$ cat config.mk
export PLATFORM = sky130hd
export DESIGN_NAME = mail_headline_detector_top
export DESIGN_NICKNAME = d
export VERILOG_FILES = /design/src/rtl/mhd_pkg.sv /design/src/rtl/mhd_step.sv /design/src/rtl/mail_headline_detector_top.sv
export VERILOG_INCLUDE_DIRS = /design/src /design/src/rtl
export SDC_FILE = /design/constraint.sdc
export NUM_CORES = 1
export LEC_CHECK = 0
export ABC_AREA = 1
export BUFFER_PORTS_ARGS = -buffer_cell sky130_fd_sc_hd__buf_2
export CAP_MARGIN = 20
export CORE_ASPECT_RATIO = 0.5
export CORE_MARGIN = 10
export CORE_UTILIZATION = 40
export DETAILED_ROUTE_END_ITERATION = 10
export GPL_TIMING_DRIVEN = 0
export PLACE_DENSITY = 0.69
export RECOVER_POWER = 25
export SYNTH_ARGS = -nofsm -noshare
export SYNTH_HDL_FRONTEND = slang
export SYNTH_SLANG_ARGS = --single-unit
$ cat constraint.sdc
create_clock -name i_clk -period 3.2 [get_ports i_clk]
set_input_delay 0 -clock i_clk [delete_from_list [all_inputs] [get_ports i_clk]]
set_output_delay 0 -clock i_clk [all_outputs]
set_load 0.03 [all_outputs]
$ cat src/rtl/mail_headline_detector_top_assert.svh
// Assertion macros for the mail headline detector.
`ifndef MAIL_HEADLINE_DETECTOR_TOP_ASSERT_SVH
`define MAIL_HEADLINE_DETECTOR_TOP_ASSERT_SVH

// Same-cycle implication, checked out of reset.
`define MHD_ASSERT_NOW(label, ante, cons) \
    label: assert property (@(posedge i_clk) disable iff (!i_rst_n) (ante) |-> (cons)) \
        else $error("mail headline detector check failed");

// Next-cycle implication, checked out of reset.
`define MHD_ASSERT_NEXT(label, ante, cons) \
    label: assert property (@(posedge i_clk) disable iff (!i_rst_n) (ante) |=> (cons)) \
        else $error("mail headline detector check failed");

`endif

$ cat src/rtl/mhd_pkg.sv
// Package for the mail headline detector: types, codes and date templates.
`timescale 1ns / 1ps
package mhd_pkg;

    typedef enum logic [7:0] {
        PH_PREFIX = 8'b0000_0001,
        PH_LEAD   = 8'b0000_0010,
        PH_SENDER = 8'b0000_0100,
        PH_GAP    = 8'b0000_1000,
        PH_DATE   = 8'b0001_0000,
        PH_TTY    = 8'b0010_0000,
        PH_TTYGAP = 8'b0100_0000,
        PH_REJECT = 8'b1000_0000
    } t_phase;

    typedef enum logic [1:0] {
        REASON_OK        = 2'd0,
        REASON_NO_PREFIX = 2'd1,
        REASON_MISSING   = 2'd2,
        REASON_BAD_DATE  = 2'd3
    } t_reason;

    localparam logic [2:0] FORM_NONE = 3'd0;

    typedef enum logic [2:0] {
        CL_UPPER,
        CL_LOWER,
        CL_DIGIT,
        CL_DIGSP,
        CL_SPACE,
        CL_COLON,
        CL_NONE
    } t_cls;

    typedef struct packed {
        t_phase      phase;
        logic [2:0]  prefix_cnt;
        logic        in_quote;
        logic [1:0]  tty_cnt;
        logic [4:0]  date_len;
        logic [3:0]  alive;
        logic        ended;
    } t_mhd_state;

    typedef struct packed {
        logic       is_header;
        t_reason    reason;
        logic [2:0] date_form;
        logic       had_tty;
    } t_mhd_result;

    localparam t_mhd_state STATE_RESET = '{
        phase:      PH_PREFIX,
        prefix_cnt: 3'd0,
        in_quote:   1'b0,
        tty_cnt:    2'd0,
        date_len:   5'd0,
        alive:      4'hF,
        ended:      1'b0
    };

    localparam int          NUM_TMPL   = 4;
    localparam logic [2:0]  PREFIX_LEN = 3'd5;
    localparam logic [4:0]  DATE_SAT   = 5'd31;
    localparam logic [4:0]  TMPL_LEN [NUM_TMPL] = '{5'd24, 5'd28, 5'd25, 5'd21};

    localparam logic [7:0] CH_NUL   = 8'h00;
    localparam logic [7:0] CH_TAB   = 8'h09;
    localparam logic [7:0] CH_SPACE = 8'h20;
    localparam logic [7:0] CH_QUOTE = 8'h22;
    localparam logic [7:0] CH_COLON = 8'h3A;

    function automatic logic is_blank(input logic [7:0] c);
        return (c == CH_SPACE) || (c == CH_TAB);
    endfunction

    // "From " one character at a time
    function automatic logic [7:0] prefix_char(input logic [2:0] idx);
        logic [7:0] ch;
        unique case (idx)
            3'd0:    ch = 8'h46;
            3'd1:    ch = 8'h72;
            3'd2:    ch = 8'h6F;
            3'd3:    ch = 8'h6D;
            default: ch = CH_SPACE;
        endcase
        return ch;
    endfunction

    // "tty"
    function automatic logic [7:0] tty_char(input logic [1:0] idx);
        return (idx == 2'd2) ? 8'h79 : 8'h74;
    endfunction

    // Character class of template t at position p; CL_NONE past its end.
    function automatic t_cls tmpl_class(input logic [1:0] t, input logic [4:0] p);
        t_cls k;
        k = CL_NONE;
        if (p < 5'd16) begin
            unique case (p)
                5'd0, 5'd4:                         k = CL_UPPER;
                5'd1, 5'd2, 5'd5, 5'd6:             k = CL_LOWER;
                5'd3, 5'd7, 5'd10:                  k = CL_SPACE;
                5'd8:                               k = CL_DIGSP;
                5'd13:                              k = CL_COLON;
                default:                            k = CL_DIGIT;
            endcase
        end else begin
            unique case (t)
                2'd0: begin
                    // ":00 0000"
                    if (p == 5'd16)                     k = CL_COLON;
                    else if (p == 5'd19)                k = CL_SPACE;
                    else if (p < 5'd24)                 k = CL_DIGIT;
                end
                2'd1: begin
                    // ":00 AAA 0000"
                    if (p == 5'd16)                     k = CL_COLON;
                    else if (p == 5'd19 || p == 5'd23)  k = CL_SPACE;
                    else if (p >= 5'd20 && p <= 5'd22)  k = CL_UPPER;
                    else if (p < 5'd28)                 k = CL_DIGIT;
                end
                2'd2: begin
                    // " AAA 0000"
                    if (p == 5'd16 || p == 5'd20)       k = CL_SPACE;
                    else if (p <= 5'd19)                k = CL_UPPER;
                    else if (p < 5'd25)                 k = CL_DIGIT;
                end
                default: begin
                    // " 0000"
                    if (p == 5'd16)                     k = CL_SPACE;
                    else if (p < 5'd21)                 k = CL_DIGIT;
                end
            endcase
        end
        return k;
    endfunction

    function automatic logic class_ok(input t_cls k, input logic [7:0] c);
        logic ok;
        unique case (k)
            CL_UPPER: ok = (c >= 8'h41) && (c <= 8'h5A);
            CL_LOWER: ok = (c >= 8'h61) && (c <= 8'h7A);
            CL_DIGIT: ok = (c >= 8'h30) && (c <= 8'h39);
            CL_DIGSP: ok = (c == CH_SPACE) || ((c >= 8'h30) && (c <= 8'h39));
            CL_SPACE: ok = (c == CH_SPACE);
            CL_COLON: ok = (c == CH_COLON);
            default:  ok = 1'b0;
        endcase
        return ok;
    endfunction

    // Per-template match of byte c at date position p
    function automatic logic [3:0] tmpl_match(input logic [4:0] p, input logic [7:0] c);
        logic [3:0] m;
        for (int i = 0; i < NUM_TMPL; i++) begin
            m[i] = class_ok(tmpl_class(2'(i), p), c);
        end
        return m;
    endfunction

endpackage

$ cat src/rtl/mhd_step.sv
// Per-byte update of the headline scanner state and end-of-line verdict.
`timescale 1ns / 1ps
module mhd_step
    import mhd_pkg::*;
(
    input  t_mhd_state  i_state,
    input  logic [7:0]  i_char,
    input  logic        i_last,
    output t_mhd_state  o_state,
    output t_mhd_result o_result
);

    t_mhd_state  s;
    t_mhd_result res;
    logic        do_date;
    logic        found;
    logic [4:0]  p;

    always_comb begin
        s       = i_state;
        res     = '{is_header: 1'b0, reason: REASON_OK, date_form: FORM_NONE, had_tty: 1'b0};
        do_date = 1'b0;
        found   = 1'b0;
        p       = 5'd0;

        if (!s.ended) begin
            if (i_char == CH_NUL) begin
                s.ended = 1'b1;
            end else begin
                unique case (s.phase)
                    PH_PREFIX: begin
                        if (s.prefix_cnt < PREFIX_LEN && i_char == prefix_char(s.prefix_cnt)) begin
                            s.prefix_cnt = s.prefix_cnt + 3'd1;
                            if (s.prefix_cnt == PREFIX_LEN) begin
                                s.phase = PH_LEAD;
                            end
                        end else begin
                            s.phase = PH_REJECT;
                        end
                    end
                    PH_LEAD: begin
                        if (!is_blank(i_char)) begin
                            s.phase    = PH_SENDER;
                            s.in_quote = (i_char == CH_QUOTE);
                        end
                    end
                    PH_SENDER, PH_TTY: begin
                        // quoted stretches keep blanks inside the word
                        if (s.in_quote) begin
                            if (i_char == CH_QUOTE) begin
                                s.in_quote = 1'b0;
                            end
                        end else if (is_blank(i_char)) begin
                            s.phase = (s.phase == PH_SENDER) ? PH_GAP : PH_TTYGAP;
                        end else if (i_char == CH_QUOTE) begin
                            s.in_quote = 1'b1;
                        end
                    end
                    PH_GAP, PH_TTYGAP: begin
                        if (!is_blank(i_char)) begin
                            s.phase    = PH_DATE;
                            s.date_len = 5'd0;
                            s.alive    = 4'hF;
                            do_date    = 1'b1;
                        end
                    end
                    PH_DATE: begin
                        do_date = 1'b1;
                    end
                    default: begin
                    end
                endcase
            end
        end

        if (do_date) begin
            p       = s.date_len;
            s.alive = s.alive & tmpl_match(p, i_char);
            if (p < 5'd3 && s.tty_cnt == p[1:0] && i_char == tty_char(p[1:0])) begin
                s.tty_cnt = s.tty_cnt + 2'd1;
                if (s.tty_cnt == 2'd3) begin
                    s.phase    = PH_TTY;
                    s.in_quote = 1'b0;
                end
            end
            s.date_len = (p < DATE_SAT) ? p + 5'd1 : DATE_SAT;
        end

        if (i_last) begin
            res.had_tty = (s.tty_cnt == 2'd3);
            if (s.phase == PH_PREFIX || s.phase == PH_REJECT) begin
                res.reason = REASON_NO_PREFIX;
            end else if (s.phase != PH_DATE) begin
                res.reason = REASON_MISSING;
            end else begin
                res.reason = REASON_BAD_DATE;
                for (int i = 0; i < NUM_TMPL; i++) begin
                    if (!found && s.alive[i] && s.date_len == TMPL_LEN[i]) begin
                        found         = 1'b1;
                        res.is_header = 1'b1;
                        res.reason    = REASON_OK;
                        res.date_form = 3'(i + 1);
                    end
                end
            end
            s = STATE_RESET;
        end
    end

    assign o_state  = s;
    assign o_result = res;

endmodule

$ cat src/rtl/mail_headline_detector_top.sv
// Top level of the mail headline detector.
`timescale 1ns / 1ps
`include "mail_headline_detector_top_assert.svh"
// Mail headline detector
// ----------------------
// Input channel (i_in_valid / o_in_ready): one byte of a text line per
// transaction, i_char_in, with i_line_end set on the line's last byte. A zero
// byte ends the string; bytes after it up to the line end are ignored.
// Output channel (o_out_valid / i_out_ready): one transaction per line, issued
// for the byte that carried i_line_end: o_is_header, o_reason, o_date_form
// and o_had_tty. No other byte produces an output.
// Throughput: one byte per cycle, sustained, as long as the receiver keeps up.
// The verdict is registered: the last byte goes into the input register, then
// the per-byte scan writes its verdict into the output register.
// A stalled receiver holds the output register; the pipeline keeps taking
// bytes that do not end a line, and a line-ending byte waits in the input
// register until the output register frees up, backpressuring o_in_ready.
// Reset (i_rst_n low, synchronous) empties both registers and returns the
// scanner to the start of a line.
module mail_headline_detector_top
    import mhd_pkg::*;
(
    input  logic       i_clk,
    input  logic       i_rst_n,
    input  logic       i_in_valid,
    output logic       o_in_ready,
    input  logic [7:0] i_char_in,
    input  logic       i_line_end,
    output logic       o_out_valid,
    input  logic       i_out_ready,
    output logic       o_is_header,
    output logic [1:0] o_reason,
    output logic [2:0] o_date_form,
    output logic       o_had_tty
);

    // input register
    logic        r_in_valid;
    logic [7:0]  r_char;
    logic        r_last;

    // scanner state and output register
    t_mhd_state  r_state;
    t_mhd_state  n_state;
    t_mhd_result n_result;
    t_mhd_result r_result;
    logic        r_out_valid;

    logic        s1_fire;
    logic        in_fire;

    // A non-final byte only touches state; a final byte needs a free output slot.
    assign s1_fire    = r_in_valid && (!r_last || !r_out_valid || i_out_ready);
    assign o_in_ready = !r_in_valid || s1_fire;
    assign in_fire    = i_in_valid && o_in_ready;

    mhd_step u_step (
        .i_state  (r_state),
        .i_char   (r_char),
        .i_last   (r_last),
        .o_state  (n_state),
        .o_result (n_result)
    );

    always_ff @(posedge i_clk) begin
        if (!i_rst_n) begin
            r_in_valid <= 1'b0;
        end else if (in_fire) begin
            r_in_valid <= 1'b1;
        end else if (s1_fire) begin
            r_in_valid <= 1'b0;
        end
    end

    always_ff @(posedge i_clk) begin
        if (in_fire) begin
            r_char <= i_char_in;
            r_last <= i_line_end;
        end
    end

    always_ff @(posedge i_clk) begin
        if (!i_rst_n) begin
            r_state <= STATE_RESET;
        end else if (s1_fire) begin
            r_state <= n_state;
        end
    end

    always_ff @(posedge i_clk) begin
        if (!i_rst_n) begin
            r_out_valid <= 1'b0;
        end else if (s1_fire && r_last) begin
            r_out_valid <= 1'b1;
        end else if (i_out_ready) begin
            r_out_valid <= 1'b0;
        end
    end

    always_ff @(posedge i_clk) begin
        if (s1_fire && r_last) begin
            r_result <= n_result;
        end
    end

    assign o_out_valid = r_out_valid;
    assign o_is_header = r_result.is_header;
    assign o_reason    = r_result.reason;
    assign o_date_form = r_result.date_form;
    assign o_had_tty   = r_result.had_tty;

    // A headline always carries a form and reason ok; anything else carries no form.
    `MHD_ASSERT_NOW(a_hdr_form, o_out_valid && o_is_header, o_reason == REASON_OK && o_date_form != FORM_NONE)
    `MHD_ASSERT_NOW(a_fail_noform, o_out_valid && !o_is_header, o_date_form == FORM_NONE && o_reason != REASON_OK)
    // Line end always lands a verdict and rearms the scanner.
    `MHD_ASSERT_NEXT(a_last_out, s1_fire && r_last, r_out_valid && r_state.phase == PH_PREFIX && r_state.prefix_cnt == 3'd0 && !r_state.ended)

endmodule

==> results.sh <==
export IMPL_first_iter_violations=394
export IMPL_worstPathMaxFanout=5
export IMPL_diodes=0
export IMPL_synth_distinct_cells=43
export IMPL_hold_path_depth=4
export IMPL_io_pins=22
export IMPL_ys_flop_type="dfxtp_1"
export IMPL_place_gp_congestion=0.9332
export IMPL_use_met2=0.2313
export IMPL_hold_viol=0
export IMPL_fin_crit_ns=3.081
export IMPL_syn_cell_area_sq_um=3446
export IMPL_core_sq_um=8202
export IMPL_grt_most_used_layer="met2"
export IMPL_synth_area_leaders="nand2_1 (15%), dfxtp_1 (15%), edfxtp_1 (14%), inv_1 (8.0%), nand3_1 (7.1%)"
export IMPL_maxCapViolations=0
export IMPL_maxSlewViolCount=0
export IMPL_hpwl_um=6679
export IMPL_cts_made_buffers=5
export IMPL_vias=3639
export IMPL_grt_pass1_vias=3212
export IMPL_numClockSinks=42
export IMPL_p_per_area_nw_per_um2=303.9
export IMPL_hp_class="in2reg"
export IMPL_worstRegToRegCells=22
export IMPL_yosys_warnings=0
export IMPL_endpoint_kind="flip-flop"
export IMPL_drive_above_1_share=0.2618
export IMPL_hold_ws_ns=0.07325
export IMPL_clock_path_buffers=2
export IMPL_synth_edf_count=16
export IMPL_synth_async_sr_flop_share=0
export IMPL_utilization=0.5448
export IMPL_fin_crit_sh=0.9629
export IMPL_ctsHtreeMaxLevel=2
export IMPL_status="completed"
export IMPL_cts_tree="yes"
export IMPL_path_cells="buf_4, nor2_2, nand2_2, nor2_8, nor2_4, nand3_4, buf_12, nand2_8, inv_8, ha_2, nor2_1, nor3b_2, nand3_1, nor3_2, and2_4, nand2_4, nand2_2, nor3b_2, nand3_2, inv_1, nand4_1, nor2_1"
export IMPL_worstPathRequired_ns=3.24
export IMPL_path_class="reg2reg"
export IMPL_ant_nets=0
export IMPL_clk_pin_slew_ns=0.06
export IMPL_port_buffers=21
export IMPL_yosysTopAreaCellShare=0.1525
export IMPL_insertion_delay_ns=0.28
export IMPL_yosysTopAreaCell="nand2_1"
export IMPL_ys_ff_latch=42
export IMPL_maxSlewHeadroom=0.2084
export IMPL_grt_pass1_wl_um=15230
export IMPL_crit_arrival_ns=3.12
export IMPL_syn_inst=525
export IMPL_synthToLayoutAreaGrowth_pct=29.67
export IMPL_peakVddDrop_mv=0.2178
export IMPL_drc=0
export IMPL_setup_viol=0
export IMPL_wl_um=9682
export IMPL_gr_total_overflow=0
export IMPL_grt_usage=0.1412
export IMPL_die_width_um=151.3
export IMPL_die_y_um=85.63
export IMPL_ys_seq_area_frac=0.2905
export IMPL_routedWlPerCell_um=13.75
export IMPL_viasPerCell=5.169
export IMPL_antenna_found_initial=0
export IMPL_start_util=0.4201
export IMPL_num_rows=23
export IMPL_rsz0062_at_grt="yes"
export IMPL_final_nets=615
export IMPL_grt_start_max_net_pins=14
export IMPL_mostFrequentLayoutCell="nand2_1"
export IMPL_synth_nets=549
export IMPL_layout_common_cells="nand2_1 (123), inv_1 (63), nor2_1 (45)"
export IMPL_met3_usage=0.02621
export IMPL_first_pass_iters=5
export IMPL_clock_fmax_mhz=324.6
export IMPL_worst_pin_slew_ns=1.158
export IMPL_cp_start_kind="flip-flop"
export IMPL_cellLeakagePower_nw=2.000
export IMPL_synth_area_per_cell_sq_um=6.563
export IMPL_critPathMaxStageDelay_ns=0.45
export IMPL_fin_worst_skew_ns=0.003625
export IMPL_dieArea_sq_um=12950
export IMPL_use_met1=0.1891
export IMPL_ctsRootBufferMaster="clkbuf_16"
export IMPL_slowest_stage="edfxtp_1"
cells in the mapped netlist, types with 2 or more instances:
cell type  number
a21oi_1        30
clkbuf_1        5
clkinv_1        3
dfxtp_1        26
edfxtp_1       16
ha_1           11
inv_1          73
inv_2           6
nand2_1       140
nand2_2         6
nand2_4         8
nand3_1        49
nand3_2         2
nand3_4         2
nand4_1         8
nor2_1         52
nor2_2         12
nor2_4          4
nor3_1         10
nor3_2          2
o211ai_1        7
o21ai_0        18
o21ai_1         4
o22ai_1         5
or2_2           2
xor2_1          7
per-layer routing:
layer / routed length (um) / part of all wire / vias to the layer above
met2: 4466 / 0.46 / 115
li1: - / - / 1837
met4: 155 / 0.016 / 0
met1: 4514 / 0.47 / 1674
met5: 0 / 0 / -
met3: 545 / 0.056 / 13
worst paths after layout:
check | slack, ns | to | start
setup reg to reg | 0.12 | o_date_form[1] | r_char[4]
hold / removal | 0.07 | r_in_valid | i_out_ready
setup / recovery | 0.12 | o_date_form[1] | r_char[4]
hold reg to reg | 0.47 | r_state[4] | r_state[4]
repair_timing:
item / CTS / global route
hold buffers: 11 / 0
hold endpoints to repair: 11 / 0
setup buffers: 14 / 12
pin swaps: 4 / 27
gates cloned: 0 / 1
resized for setup: 11 / 76
endpoints found under the setup margin: 6 / 7
critical path, delay by kind of cell, from the launching register on:
family	cells	cell delay (ns)
fa+ha+maj	1	0.18
buf+inv	4	0.47
flops	1	0.45
simple gates	17	1.72
layout make-up:
class                   count  area, sq um
fillers                   759         3734
multi-input cells         394         2344
flip-flops and latches     42         1003
repair buffers             58        406.6
inverters                  83        340.3
clock buffers               6        150.1
well taps                 112        140.1
plain buffers               7        50.05
clock inverters             2        33.78
registers in the layout (all words and copies together), names as in the netlist:
signal	flops
o_reason	2
o_date_form	3
r_char	8
r_in_valid	1
r_last	1
o_out_valid	1
o_is_header	1
o_had_tty	1
r_state	24
through the flow:
stage | cells | setup TNS [ns] | area [sq um] | setup slack (ns) | total power, W
3_5_place_dp | 658 | -1.684 | 3691 | -0.3179 | 0.0007136
4_1_cts | 691 | 0 | 4120 | 0.02003 | 0.001354
6_report | 704 | 0 | 4468 | 0.1189 | 0.001358
5_1_grt | 704 | -0.3746 | 4468 | -0.09168 | 0.001412
3_3_place_gp | 658 | -1.556 | 3691 | -0.2971 | 0.0007116
2_1_floorplan | 525 | 0 | 3446 | 0.1795 | 0.0006756
logic make-up (layout without fill, tap and decap cells):
group	Yosys count	count (layout)	synth area share
flip-flops	42	42	0.2905
AO/OA/AOI/OAI	69	69	0.1111
buffers and inverters	90	156	0.1057
XOR/XNOR	8	8	0.02033
AND/OR/NAND/NOR	305	306	0.4325
adder cells (fa/ha/maj)	11	11	0.03994
report_power, final:
group          total [W]  internal, W  switching, W
clock network   0.000620     0.000413      0.000207
registers       0.000581     0.000571     0.0000104
logic           0.000156    0.0000575     0.0000987
total            0.00136      0.00104      0.000317
Note: power is estimated with default switching activity, not from simulation.
